`src/rtl/xcfrle_pkg.sv`:
```
package xcfrle_pkg;

    localparam int CFG_IDX_W   = 2;
    localparam int CFG_DATA_W  = 7;
    localparam int SIDE_W      = 7;
    localparam int PLANES_W    = 3;
    localparam int PIX_W       = 14;
    localparam int RUN_W       = 16;

    localparam logic [CFG_IDX_W-1:0] REG_TILE_WIDTH      = 2'd0;
    localparam logic [CFG_IDX_W-1:0] REG_TILE_HEIGHT     = 2'd1;
    localparam logic [CFG_IDX_W-1:0] REG_BYTES_PER_PIXEL = 2'd2;

    localparam logic [SIDE_W-1:0]   TILE_SIDE_RST = 7'd64;
    localparam logic [PLANES_W-1:0] BPP_RST       = 3'd4;

    localparam logic [8:0] LONG_LEN = 9'd128;
    localparam logic [8:0] LIT_BIAS = 9'd256;

    typedef struct packed {
        logic [PIX_W-1:0]    plane_size;
        logic [PLANES_W-1:0] planes;
    } geom_t;

    typedef struct packed {
        logic       valid;
        logic [7:0] data_byte;
        logic       tile_start;
    } stage_t;

endpackage

```
`src/rtl/xcfrle_if.sv`:
```
interface xcfrle_in_if;
    logic       valid;
    logic       ready;
    logic [7:0] data_byte;
    logic       tile_start;

    modport source (output valid, output data_byte, output tile_start, input ready);
    modport sink (input valid, input data_byte, input tile_start, output ready);
endinterface

interface xcfrle_out_if;
    logic        valid;
    logic        ready;
    logic [1:0]  channel;
    logic [11:0] start_pixel;
    logic [7:0]  value;
    logic [12:0] run_length;
    logic        overrun;
    logic        last;

    modport source (output valid, output channel, output start_pixel, output value,
                    output run_length, output overrun, output last, input ready);
    modport sink (input valid, input channel, input start_pixel, input value,
                  input run_length, input overrun, input last, output ready);
endinterface

interface xcfrle_cfg_if;
    logic       valid;
    logic       ready;
    logic [1:0] index;
    logic [6:0] wdata;

    modport source (output valid, output index, output wdata, input ready);
    modport sink (input valid, input index, input wdata, output ready);
endinterface

```
`src/rtl/xcfrle_cfg.sv`:
```
module xcfrle_cfg #(
    parameter int MAX_TILE_SIDE = 64,
    parameter int MAX_CHANNELS  = 4
) (
    input  logic               clk,
    input  logic               rst_n,
    xcfrle_cfg_if.sink         cfg,
    output xcfrle_pkg::geom_t  geom
);
    import xcfrle_pkg::*;

    localparam int SIDE_CAP = (MAX_TILE_SIDE > 127) ? 127 : MAX_TILE_SIDE;
    localparam int CH_CAP   = (MAX_CHANNELS > 7) ? 7 : MAX_CHANNELS;
    localparam int SIDE_RST = (SIDE_CAP < 64) ? SIDE_CAP : 64;
    localparam int CH_RST   = (CH_CAP < 4) ? CH_CAP : 4;
    localparam logic [SIDE_W-1:0]   SIDE_HI = SIDE_CAP[SIDE_W-1:0];
    localparam logic [PLANES_W-1:0] CH_HI   = CH_CAP[PLANES_W-1:0];
    localparam logic [PIX_W-1:0]    PS_RST  = PIX_W'(SIDE_RST * SIDE_RST);
    localparam logic [PLANES_W-1:0] PL_RST  = CH_RST[PLANES_W-1:0];

    logic [SIDE_W-1:0]   width_reg;
    logic [SIDE_W-1:0]   height_reg;
    logic [PLANES_W-1:0] bpp_reg;
    logic [SIDE_W-1:0]   width_eff;
    logic [SIDE_W-1:0]   height_eff;
    logic [PLANES_W-1:0] bpp_eff;
    geom_t               geom_reg;
    geom_t               geom_next;

    assign cfg.ready = 1'b1;

    always_comb
    begin
        width_eff  = (width_reg == '0) ? SIDE_W'(1) : (width_reg > SIDE_HI) ? SIDE_HI : width_reg;
        height_eff = (height_reg == '0) ? SIDE_W'(1) :
                     (height_reg > SIDE_HI) ? SIDE_HI : height_reg;
        bpp_eff    = (bpp_reg == '0) ? PLANES_W'(1) : (bpp_reg > CH_HI) ? CH_HI : bpp_reg;
        geom_next.plane_size = PIX_W'(width_eff) * PIX_W'(height_eff);
        geom_next.planes     = bpp_eff;
    end

    always_ff @(posedge clk or negedge rst_n)
    begin
        if (!rst_n)
        begin
            width_reg           <= TILE_SIDE_RST;
            height_reg          <= TILE_SIDE_RST;
            bpp_reg             <= BPP_RST;
            geom_reg.plane_size <= PS_RST;
            geom_reg.planes     <= PL_RST;
        end
        else
        begin
            geom_reg <= geom_next;
            if (cfg.valid && cfg.ready)
            begin
                unique case (cfg.index)
                    REG_TILE_WIDTH:      width_reg  <= cfg.wdata;
                    REG_TILE_HEIGHT:     height_reg <= cfg.wdata;
                    REG_BYTES_PER_PIXEL: bpp_reg    <= cfg.wdata[PLANES_W-1:0];
                    default:             ;
                endcase
            end
        end
    end

    assign geom = geom_reg;

endmodule

```
`src/rtl/xcfrle_in_stage.sv`:
```
module xcfrle_in_stage (
    input  logic                clk,
    input  logic                rst_n,
    xcfrle_in_if.sink           din,
    input  logic                advance,
    output xcfrle_pkg::stage_t  stage
);
    import xcfrle_pkg::*;

    logic       valid_reg;
    logic [7:0] byte_reg;
    logic       start_reg;

    assign din.ready = !valid_reg || advance;

    always_ff @(posedge clk or negedge rst_n)
    begin
        if (!rst_n)
        begin
            valid_reg <= 1'b0;
        end
        else if (din.ready)
        begin
            valid_reg <= din.valid;
        end
    end

    always_ff @(posedge clk)
    begin
        if (din.valid && din.ready)
        begin
            byte_reg  <= din.data_byte;
            start_reg <= din.tile_start;
        end
    end

    assign stage.valid      = valid_reg;
    assign stage.data_byte  = byte_reg;
    assign stage.tile_start = start_reg;

endmodule

```
`src/rtl/xcfrle_decode.sv`:
```
module xcfrle_decode (
    input  logic                clk,
    input  logic                rst_n,
    input  xcfrle_pkg::stage_t  stage,
    input  xcfrle_pkg::geom_t   geom,
    output logic                advance,
    xcfrle_out_if.source        dout
);
    import xcfrle_pkg::*;

    typedef enum logic [2:0] {
        PH_OPCODE,
        PH_LEN_HI,
        PH_LEN_LO,
        PH_LITERAL,
        PH_VALUE
    } phase_t;

    phase_t              phase_reg, phase_next, cur_phase;
    logic [PLANES_W-1:0] plane_reg, plane_next, cur_plane;
    logic [PIX_W-1:0]    pos_reg, pos_next, cur_pos;
    logic [RUN_W-1:0]    rr_reg, rr_next, cur_rr;
    logic                lit_reg, lit_next, cur_lit;
    logic [7:0]          hi_reg, hi_next, cur_hi;
    logic                done_reg, done_next, cur_done;

    logic                out_valid_reg;
    logic [1:0]          channel_reg;
    logic [11:0]         start_reg;
    logic [7:0]          value_reg;
    logic [12:0]         len_reg;
    logic                over_reg;
    logic                last_reg;

    logic [7:0]          b;
    logic [8:0]          op_len;
    logic [RUN_W-1:0]    long_len;
    logic [PIX_W-1:0]    left;
    logic                final_plane;
    logic                fin_req;
    logic [PIX_W-1:0]    pos_after;
    logic                emit_v;
    logic [PIX_W-1:0]    e_len;
    logic                e_over;
    logic                e_last;

    assign advance = stage.valid && (!out_valid_reg || dout.ready);

    always_comb
    begin
        b         = stage.data_byte;
        cur_phase = stage.tile_start ? PH_OPCODE : phase_reg;
        cur_plane = stage.tile_start ? '0 : plane_reg;
        cur_pos   = stage.tile_start ? '0 : pos_reg;
        cur_rr    = stage.tile_start ? '0 : rr_reg;
        cur_lit   = stage.tile_start ? 1'b0 : lit_reg;
        cur_hi    = stage.tile_start ? '0 : hi_reg;
        cur_done  = stage.tile_start ? 1'b0 : done_reg;

        phase_next = cur_phase;
        plane_next = cur_plane;
        rr_next    = cur_rr;
        lit_next   = cur_lit;
        hi_next    = cur_hi;
        done_next  = cur_done;

        left        = (cur_pos >= geom.plane_size) ? '0 : geom.plane_size - cur_pos;
        final_plane = ({1'b0, cur_plane} + 4'd1) >= {1'b0, geom.planes};
        op_len      = b[7] ? (LIT_BIAS - {1'b0, b}) : ({1'b0, b} + 9'd1);
        long_len    = {cur_hi, b};
        fin_req     = 1'b0;
        pos_after   = cur_pos;
        emit_v      = 1'b0;
        e_len       = '0;
        e_over      = 1'b0;

        if (!cur_done)
        begin
            unique case (cur_phase)
                PH_OPCODE:
                begin
                    lit_next = b[7];
                    if (op_len == LONG_LEN)
                    begin
                        phase_next = PH_LEN_HI;
                    end
                    else
                    begin
                        rr_next    = RUN_W'(op_len);
                        phase_next = b[7] ? PH_LITERAL : PH_VALUE;
                    end
                end
                PH_LEN_HI:
                begin
                    hi_next    = b;
                    phase_next = PH_LEN_LO;
                end
                PH_LEN_LO:
                begin
                    rr_next = long_len;
                    if (!cur_lit)
                        phase_next = PH_VALUE;
                    else if (long_len == '0)
                        fin_req = 1'b1;
                    else
                        phase_next = PH_LITERAL;
                end
                PH_LITERAL:
                begin
                    if (left != '0)
                    begin
                        emit_v    = 1'b1;
                        e_len     = PIX_W'(1);
                        e_over    = cur_rr > {2'b00, left};
                        pos_after = cur_pos + PIX_W'(1);
                    end
                    rr_next = cur_rr - RUN_W'(1);
                    fin_req = (rr_next == '0);
                end
                PH_VALUE:
                begin
                    if (cur_rr != '0 && left != '0)
                    begin
                        emit_v    = 1'b1;
                        e_over    = cur_rr > {2'b00, left};
                        e_len     = e_over ? left : cur_rr[PIX_W-1:0];
                        pos_after = cur_pos + e_len;
                    end
                    rr_next = '0;
                    fin_req = 1'b1;
                end
                default:
                begin
                    phase_next = PH_OPCODE;
                end
            endcase
        end

        pos_next = pos_after;
        if (fin_req)
        begin
            phase_next = PH_OPCODE;
            if (pos_after >= geom.plane_size)
            begin
                if (final_plane)
                begin
                    done_next = 1'b1;
                end
                else
                begin
                    plane_next = cur_plane + PLANES_W'(1);
                    pos_next   = '0;
                end
            end
        end

        e_last = final_plane &&
                 (({1'b0, cur_pos} + {1'b0, e_len}) >= {1'b0, geom.plane_size});
    end

    always_ff @(posedge clk or negedge rst_n)
    begin
        if (!rst_n)
        begin
            phase_reg     <= PH_OPCODE;
            plane_reg     <= '0;
            pos_reg       <= '0;
            rr_reg        <= '0;
            lit_reg       <= 1'b0;
            hi_reg        <= '0;
            done_reg      <= 1'b0;
            out_valid_reg <= 1'b0;
        end
        else if (advance)
        begin
            phase_reg     <= phase_next;
            plane_reg     <= plane_next;
            pos_reg       <= pos_next;
            rr_reg        <= rr_next;
            lit_reg       <= lit_next;
            hi_reg        <= hi_next;
            done_reg      <= done_next;
            out_valid_reg <= emit_v;
        end
        else if (dout.ready)
        begin
            out_valid_reg <= 1'b0;
        end
    end

    always_ff @(posedge clk)
    begin
        if (advance && emit_v)
        begin
            channel_reg <= cur_plane[1:0];
            start_reg   <= cur_pos[11:0];
            value_reg   <= b;
            len_reg     <= e_len[12:0];
            over_reg    <= e_over;
            last_reg    <= e_last;
        end
    end

    assign dout.valid       = out_valid_reg;
    assign dout.channel     = channel_reg;
    assign dout.start_pixel = start_reg;
    assign dout.value       = value_reg;
    assign dout.run_length  = len_reg;
    assign dout.overrun     = over_reg;
    assign dout.last        = last_reg;

endmodule

```
`src/rtl/xcf_rle_tile_decoder_core.sv`:
```
// Run-length tile decoder: takes one compressed byte per cycle on din and
// returns at most one run per byte on dout (channel, start pixel, value,
// length, overrun, last). Each byte passes an input register and one
// decode step into the result register, which presents the result on
// dout; a new byte can be taken every cycle while dout keeps up, and only
// a stalled dout holds din back. Geometry written on cfg passes the setting
// registers and then the geometry register before it applies to decoding.
module xcf_rle_tile_decoder_core #(
    parameter int MAX_TILE_SIDE = 64,
    parameter int MAX_CHANNELS  = 4
) (
    input  logic          clk,
    input  logic          rst_n,
    xcfrle_cfg_if.sink    cfg,
    xcfrle_in_if.sink     din,
    xcfrle_out_if.source  dout
);
    import xcfrle_pkg::*;

    geom_t  geom;
    stage_t stage;
    logic   advance;

    xcfrle_cfg #(
        .MAX_TILE_SIDE (MAX_TILE_SIDE),
        .MAX_CHANNELS  (MAX_CHANNELS)
    ) u_cfg (
        .clk   (clk),
        .rst_n (rst_n),
        .cfg   (cfg),
        .geom  (geom)
    );

    xcfrle_in_stage u_in_stage (
        .clk     (clk),
        .rst_n   (rst_n),
        .din     (din),
        .advance (advance),
        .stage   (stage)
    );

    xcfrle_decode u_decode (
        .clk     (clk),
        .rst_n   (rst_n),
        .stage   (stage),
        .geom    (geom),
        .advance (advance),
        .dout    (dout)
    );

endmodule

```
`src/flat_wrapper.sv`:
```
// flat-port wrapper written by rule: the top's interface ports become plain ports
module xcf_rle_tile_decoder_core_flat import xcfrle_pkg::*;
#(
    parameter int MAX_TILE_SIDE = 64,
    parameter int MAX_CHANNELS  = 4
)
  (clk, rst_n, cfg_valid, cfg_index, cfg_wdata, cfg_ready, din_valid, din_data_byte, din_tile_start, din_ready, dout_valid, dout_channel, dout_start_pixel, dout_value, dout_run_length, dout_overrun, dout_last, dout_ready);
  xcfrle_cfg_if cfg_i ();
  xcfrle_in_if din_i ();
  xcfrle_out_if dout_i ();
  input  logic clk;
  input  logic rst_n;
  input wire logic [$bits(cfg_i.valid)-1:0] cfg_valid;
  input wire logic [$bits(cfg_i.index)-1:0] cfg_index;
  input wire logic [$bits(cfg_i.wdata)-1:0] cfg_wdata;
  output wire logic [$bits(cfg_i.ready)-1:0] cfg_ready;
  input wire logic [$bits(din_i.valid)-1:0] din_valid;
  input wire logic [$bits(din_i.data_byte)-1:0] din_data_byte;
  input wire logic [$bits(din_i.tile_start)-1:0] din_tile_start;
  output wire logic [$bits(din_i.ready)-1:0] din_ready;
  output wire logic [$bits(dout_i.valid)-1:0] dout_valid;
  output wire logic [$bits(dout_i.channel)-1:0] dout_channel;
  output wire logic [$bits(dout_i.start_pixel)-1:0] dout_start_pixel;
  output wire logic [$bits(dout_i.value)-1:0] dout_value;
  output wire logic [$bits(dout_i.run_length)-1:0] dout_run_length;
  output wire logic [$bits(dout_i.overrun)-1:0] dout_overrun;
  output wire logic [$bits(dout_i.last)-1:0] dout_last;
  input wire logic [$bits(dout_i.ready)-1:0] dout_ready;
  assign cfg_i.valid = cfg_valid;
  assign cfg_i.index = cfg_index;
  assign cfg_i.wdata = cfg_wdata;
  assign cfg_ready = cfg_i.ready;
  assign din_i.valid = din_valid;
  assign din_i.data_byte = din_data_byte;
  assign din_i.tile_start = din_tile_start;
  assign din_ready = din_i.ready;
  assign dout_valid = dout_i.valid;
  assign dout_channel = dout_i.channel;
  assign dout_start_pixel = dout_i.start_pixel;
  assign dout_value = dout_i.value;
  assign dout_run_length = dout_i.run_length;
  assign dout_overrun = dout_i.overrun;
  assign dout_last = dout_i.last;
  assign dout_i.ready = dout_ready;
  xcf_rle_tile_decoder_core #(.MAX_TILE_SIDE(MAX_TILE_SIDE), .MAX_CHANNELS(MAX_CHANNELS)) u_core (.clk(clk), .rst_n(rst_n), .cfg(cfg_i), .din(din_i), .dout(dout_i));
endmodule
```
`config.mk`:
```
export PLATFORM = sky130hd
export DESIGN_NAME = xcf_rle_tile_decoder_core_flat
export DESIGN_NICKNAME = d
export VERILOG_FILES = /design/src/rtl/xcfrle_pkg.sv /design/src/rtl/xcfrle_if.sv /design/src/rtl/xcfrle_cfg.sv /design/src/rtl/xcfrle_in_stage.sv /design/src/rtl/xcfrle_decode.sv /design/src/rtl/xcf_rle_tile_decoder_core.sv /design/src/flat_wrapper.sv
export SDC_FILE = /design/constraint.sdc
export NUM_CORES = 1
export LEC_CHECK = 0
export BUFFER_PORTS_ARGS = -buffer_cell sky130_fd_sc_hd__buf_4
export CAP_MARGIN = 20
export CELL_PAD_IN_SITES_DETAIL_PLACEMENT = 2
export CELL_PAD_IN_SITES_GLOBAL_PLACEMENT = 2
export CORE_MARGIN = 2
export CORE_UTILIZATION = 39
export DETAILED_ROUTE_END_ITERATION = 16
export GPL_TIMING_DRIVEN = 1
export PLACE_DENSITY_LB_ADDON = 0.1
export SYNTH_ARGS = -nofsm -noshare
export SYNTH_HDL_FRONTEND = slang
export SYNTH_SLANG_ARGS = --single-unit
```
`constraint.sdc`:
```
create_clock -name clk -period 10.9 [get_ports clk]
set_clock_uncertainty 0.1 [all_clocks]
set_input_delay 1.635 -clock clk [delete_from_list [all_inputs] [get_ports clk]]
set_output_delay 1.635 -clock clk [all_outputs]
set_load 0.1 [all_outputs]
```
==> impl_results.md, run 1 <==
- Outcome: complete, no violations
- Final setup viols: 0
- Vias in the first global route: 11.32k
- RSZ-0062 raised after global routing: false
- Largest net degree at the start of global routing: 71
- Syn Std Cell Area: roughly 0.011 mm2
- RePlAce Congestion: roughly 0.91
- F_max: approximately 0.10 GHz
- Total Nets Final: 1,519
- CP Capture Type: flop
- Clock sinks: about 130
- First-pass GRT wire length: approximately 67,000 um
- Top_reg_cell synth: dfrtp_1
- Worst-case clock buffer depth: 2
- Die W: between 150 and 200 um
- Clock share of power: approximately 16%
- Core Area: approximately 0.029 mm2
- Sw frac: a little over half
- Vias/cell: between 5 and 6
- Synth async-reset ratio: around 64%
- Most frequent cell after synthesis: ha_1
- Layout cell share with drive strength beyond 1: between 10% and 20%
- # DRC: 0
- Row Count: 62
- HP Class: reg2reg
- Internal Pwr Total: roughly 1.7 mW
- Slew margin rel.: a little under a third
- Post-synth EDFFs: 46
- Sequential share of power: 21.6%
- PortBufs: just over 60
- Post-DP HPWL: ~33,000 um
- Synth Net Count: ~1.5k
- Critical path class: reg2reg
- Hold_buf cts: 0
- Period utilization: 89.34%
- Drt pass-1 iters: 6
- Area contributors post-synth: dfrtp_1 17%, ha_1 14%, edfxtp_1 12%, fa_1 4.7%, nand2_1 4.1%
- Mapped Avg Cell Area: approximately 9 um2
- CP peak stage delay: about 0.64 ns
- Commonest cells in the netlist: 126 x ha_1, 125 x nand2_1, 107 x inv_1
- Total number of yosys warnings: 0
- Total GRT Usage: around 29%
- ANT nets after route: 0
- CP Data Required Time: 11.17 ns
- Max FO, Critical Path: 26
- Net Sw Power: 1.940 mW
- Post-synthesis cell type count: roughly 90
- CTS tree: yes
- Minimum clock period: slightly below 10 ns
- Cts bufs inserted: 17
- Max VDD drop: 0.1187 mV
- Full die area: about 0.031 mm2
- Diodes inserted: 0
- Syn Inst Count: approximately 1.3k
- Most frequent CP cell: ha_1
- Worst hold slack: roughly 0.29 ns
- Worst setup SP type: flop
- WL/cell: roughly 25 um
- Number of flip-flops in the largest register: 17
- Pwr dens: 282.4 mW/mm2
- Detailed Route Iter0 Violations: approximately 650
- Postcts setup bufs: 0
- Synth top area share: between 10% and 20%
- Setup Total Neg Slack: 0 ns
- Worst-margin pin slew: 1.038 ns
- Post-cts sizing count: 0
- Logic pwr share: between 60% and 70%
- Total leakage power: between 5 and 6 nW
- Area Overhead vs Synth: 12.32%
- H-tree Lvls: 4
- Remaining Overflow, GRT: 0
- Final Max Slew Viols: 0
- Initial Util: about two fifths
- Post-synth top area cell: dfrtp_1
- Hold Fails Final Rpt: 0
- CTS root buffer: clkbuf_16
- Synthesis-stage register bit count: around 130
- Max-cap violations: 0
- Register area share after synthesis: between 20% and 30%
- Ports: 63
- Final wirelength: 43,080 um
- Clock input transition at the sequential cells of the worst setup and hold paths: around 0.070 ns
- CP max stage cell: edfxtp_1
- Detailed-route via count: 10.37k
- Initial antenna violation count: 0
- Clk Latency, worst-skew pair: between 0.4 and 0.5 ns
- Critical Path AT: 10.00 ns
- Chip Height: between 150 and 200 um
[power groups by stage]
stage               combinational (mW)  sequential (mW)  clock, mW
floorplan                         1.48            0.840          0
global placement                  2.17            0.781          0
detailed placement                2.24            0.787          0
CTS                               2.27            0.781      0.580
global route                      2.49            0.800      0.596
finish                            2.29            0.789      0.572
[through the flow]
step | area, um2 | cells | power [mW] | setup WS, ns | utilization [%]
3_5_place_dp | 12350 | 1708 | 3.028 | 1.547 | 42.79
6_report | 12910 | 1740 | 3.646 | 1.162 | 44.74
3_3_place_gp | 12350 | 1708 | 2.952 | 1.894 | 42.79
5_1_grt | 12910 | 1740 | 3.888 | 0.5506 | 44.74
2_1_floorplan | 11490 | 1301 | 2.321 | 1.727 | -
4_1_cts | 12910 | 1740 | 3.635 | 1.364 | 44.74
[final timing paths]
check | from | end | slack (ns) | cells after the start
max | u_core.u_in_stage.start_reg | u_core.u_decode.pos_reg[13] | 1.16 | 34
min | u_core.u_cfg.bpp_reg[2] | u_core.u_cfg.geom[2] | 0.29 | 0
max reg2reg | u_core.u_in_stage.start_reg | u_core.u_decode.pos_reg[13] | 1.16 | 34
min reg2reg | u_core.u_cfg.bpp_reg[2] | u_core.u_cfg.geom[2] | 0.29 | 0
max in group asynchronous | rst_n | u_core.u_cfg.geom[8] | 8.60 | 2
min in group asynchronous | rst_n | u_core.u_decode.hi_reg[6] | 1.02 | 1
[per-layer routing]
| metal | up-vias | wire, um | share of wire, % | GRT usage, % |
|---|---|---|---|---|
| met1 | 5292 | 19630 | 46 | 38.30 |
| met3 | 71 | 2046 | 4.7 | 5.065 |
| met4 | 0 | 1555 | 3.6 | 11.09 |
| li1 | 4756 | - | - | - |
| met2 | 254 | 19850 | 46 | 46.21 |
| met5 | - | 0 | 0 | 0 |
[layout by cell type, fill, tap and decap left out, drive strengths merged, types with 17 or more instances in the layout]
master | Yosys | routed
fa | 27 | 27
a21oi | 78 | 78
nand2 | 125 | 125
nor3 | 29 | 29
dfrtp | 77 | 77
xor2 | 18 | 18
buf | 3 | 74
ha | 126 | 126
and2 | 18 | 18
inv | 107 | 113
o21ai | 88 | 88
clkbuf | 48 | 19
nor2 | 86 | 86
a21o | 24 | 24
o211ai | 17 | 17
nor2b | 28 | 28
mux2 | 20 | 20
edfxtp | 46 | 46
xnor2 | 36 | 36
nand2b | 43 | 43
nand3 | 29 | 29
[kinds of logic after synthesis]
logic type                 Yosys count  share of synthesized area (%)
xor gates and xnor gates            54                          4.115
adders and majority gates          153                          18.42
AOI/OAI and AO/OA                  343                          20.26
and+or+nand+nor                    437                          19.40
muxes                               27                          2.569
DFF                                128                          29.93
buffers and inverters              158                          5.280
other                                1                        0.03263
[area by class of cell]
cell class / instances / area, um2
flip-flops and latches: 128 / 3440
clock inverters: 13 / 128.9
clock buffers: 19 / 432.9
multi-input cells: 1015 / 7471
inverters: 107 / 401.6
repair buffers: 74 / 555.5
fillers: 3209 / 15950
well taps: 384 / 480.5
[worst max-delay path, delay by kind of cell (launching register included)]
family | cells | cell delay [ns]
adder cells (fa/ha/maj) | 5 | 1.73
AND/OR/NAND/NOR | 10 | 2.13
XOR/XNOR | 2 | 0.52
buffers and inverters | 1 | 0.23
AO/OA/AOI/OAI | 16 | 4.32
flip-flops | 1 | 0.64
Note: power is estimated with default switching activity, not from simulation.
==> inputs of run 2 (changes only) <==
--- a/config.mk
+++ b/config.mk
@@ -12,3 +12,3 @@
 export CORE_MARGIN = 2
-export CORE_UTILIZATION = 39
+export CORE_UTILIZATION = 36
 export DETAILED_ROUTE_END_ITERATION = 16
==> constraint.sdc (replaced) <==
create_clock -name clk -period 8.5 [get_ports clk]
set_clock_uncertainty 0.1 [all_clocks]
set_input_delay 0.85 -clock clk [delete_from_list [all_inputs] [get_ports clk]]
set_output_delay 0.85 -clock clk [all_outputs]
set_load 0.1 [all_outputs]
==> run 2 against run 1 <==
Compared with the run above: flip-flop and latch count is the same; count of clock-buffer cells in the layout shrank 1; routed wire length rose by 6.1%; setup slack got worse by 0.75 ns; die area up 8.1%; non-clock buffer count rose by 51; critical endpoint is now u_core.u_decode.pos_reg[11].
==> impl_results.md, run 2 (synthesis results as in run 1) <==
- F_max: approximately 0.12 GHz
- Max-cap violations: 0
- H-tree Lvls: 4
- Detailed Route Iter0 Violations: 538
- Die W: about 180 um
- Final wirelength: 45,700 um
- Remaining Overflow, GRT: 0
- GR peak layer: met2
- Period utilization: between 90% and 100%
- CP Capture Type: flop
- Detailed-route via count: 10.58k
- Worst-case clock buffer depth: 2
- Worst-margin pin slew: around 1.1 ns
- RR Startpoint: u_core.u_in_stage.start_reg
- GR Layer Usage met2: between 40% and 50%
- Chip Height: 182.7 um
- Vias in the first global route: about 12k
- Row Count: 65
- CP Data Required Time: approximately 8.8 ns
- HP Class: in2async
- Pwr dens: 382.7 mW/mm2
- Core Area: between 0.03 and 0.04 mm2
- Area Overhead vs Synth: 18.20%
- Layout cell share with drive strength beyond 1: between 10% and 20%
- Clk Latency, worst-skew pair: 0.46 ns
- Clock input transition at the sequential cells of the worst setup and hold paths: 0.07 ns
- Dpl cell area: approximately 0.013 mm2
- Minimum clock period: approximately 8 ns
- Outcome: complete, no violations
- Tot Pwr: about 5.2 mW
- Critical path class: reg2reg
- Post-DP HPWL: about 35,000 um
- Max VDD drop: approximately 0.18 mV
- First-pass GRT wire length: between 60,000 and 70,000 um
- RePlAce Congestion: 0.9132
- Vias/cell: 5.844
- Ports: 63
- Setup WS pre-CTS: -0.09102 ns
- Slew margin rel.: 25.36%
- Hold_buf cts: 0
- # DRC: 0
- Post-route setup slack: 0.4085 ns
- Critical Path AT: about 8.4 ns
- CTS tree: yes
- Worst Setup SP: u_core.u_in_stage.start_reg
- WL/cell: about 25 um
- Number of flip-flops in the largest register: 17
- Initial antenna violation count: 1
- Largest net degree at the start of global routing: just under 60
- Total leakage power: ~6.2 nW
- Setup Total Neg Slack: 0 ns
- Clock sinks: roughly 130
- Hold Fails Final Rpt: 0
- Worst setup SP type: flop
- Total Nets Final: approximately 1.6k
- Routing usage on met3: 4.690%
- Most common cell after layout, fill and taps aside: nand2_1
- CP max stage cell: fa_1
- CTS root buffer: clkbuf_16
- Cts bufs inserted: 17
- Met1 Usage GRT: ~37%
- Initial Util: 36.52%
- ANT nets after route: 0
- Drt pass-1 iters: 5
- Most frequent cells in the layout: 125 x nand2_1, 124 x ha_1, 121 x buf_4
- CP peak stage delay: about 0.46 ns
- Total GRT Usage: 27.95%
- PortBufs: 61
- Final setup viols: 0
- Final instance area: about 0.014 mm2
- Final Max Slew Viols: 0
- Max FO, Critical Path: 11
- Full die area: 0.03337 mm2
## run 2: changes by cell type in the layout (fill, tap and decap cells not counted), moves of 3 or more
cell,delta
a21boi_2,+3
buf_4,+47
o21ai_1,+8
a211oi_1,-4
buf_6,+3
inv_8,+4
a211oi_2,+4
o21ai_0,-11
## run 2: per-stage QoR
step	hold WS (ns)	std cells	util (%)
detailed placement	0.2817	1762	40.28
global route	0.2311	1809	43.16
finish	0.2133	1810	43.16
global placement	0.2764	1761	40.26
floorplan	0.3244	1301	-
CTS	0.2122	1796	42.30
## run 2: worst max-delay path: cells and delay by family, from the launching register on
kind / cells / cell delay [ns]
compound gates: 18 / 3.79
fa+ha+maj: 4 / 1.31
buf+inv: 7 / 0.98
simple gates: 6 / 0.94
flops: 1 / 0.41
mux: 1 / 0.36
xor+xnor: 1 / 0.10
## run 2: power by group
group	internal, mW	leakage (nW)	switching [mW]
clock network	0.435	0.297	0.350
logic	1.28	4.38	2.14
registers	0.797	1.48	0.199
## run 2: metal layers
metal	part of all wire [%]	vias to the layer above
li1	-	4852
met1	45	5386
met2	47	258
met3	4.6	80
met4	3.6	2
met5	0.028	-
## run 2: worst paths after layout
check | to | slack [ns] | cells after the start
worst min register to register | u_core.u_cfg.geom[2] | 0.29 | 0
worst max register to register | u_core.u_decode.pos_reg[11] | 0.41 | 37
min in group clk | u_core.u_cfg.geom[2] | 0.29 | 0
worst min-delay path | u_core.u_decode.hi_reg[2] | 0.21 | 1
worst max-delay path | u_core.u_decode.pos_reg[11] | 0.41 | 37
max in group asynchronous | u_core.u_cfg.geom[6] | 6.94 | 2
## run 2: timing repair
item,4_1_cts,5_1_grt
gates resized for setup,4,45
setup endpoints to repair,12,19
buffers inserted,2,13
pin swaps,3,21
## run 2: area by class of cell
type / instances / area (um2)
fillers: 3477 / 17890
multi-input cells: 1015 / 7676
flip-flops and latches: 128 / 3440
repair buffers: 125 / 957.2
well taps: 402 / 503.0
clock buffers: 18 / 450.4
inverters: 107 / 401.6
clock inverters: 14 / 155.1
diodes: 1 / 2.502
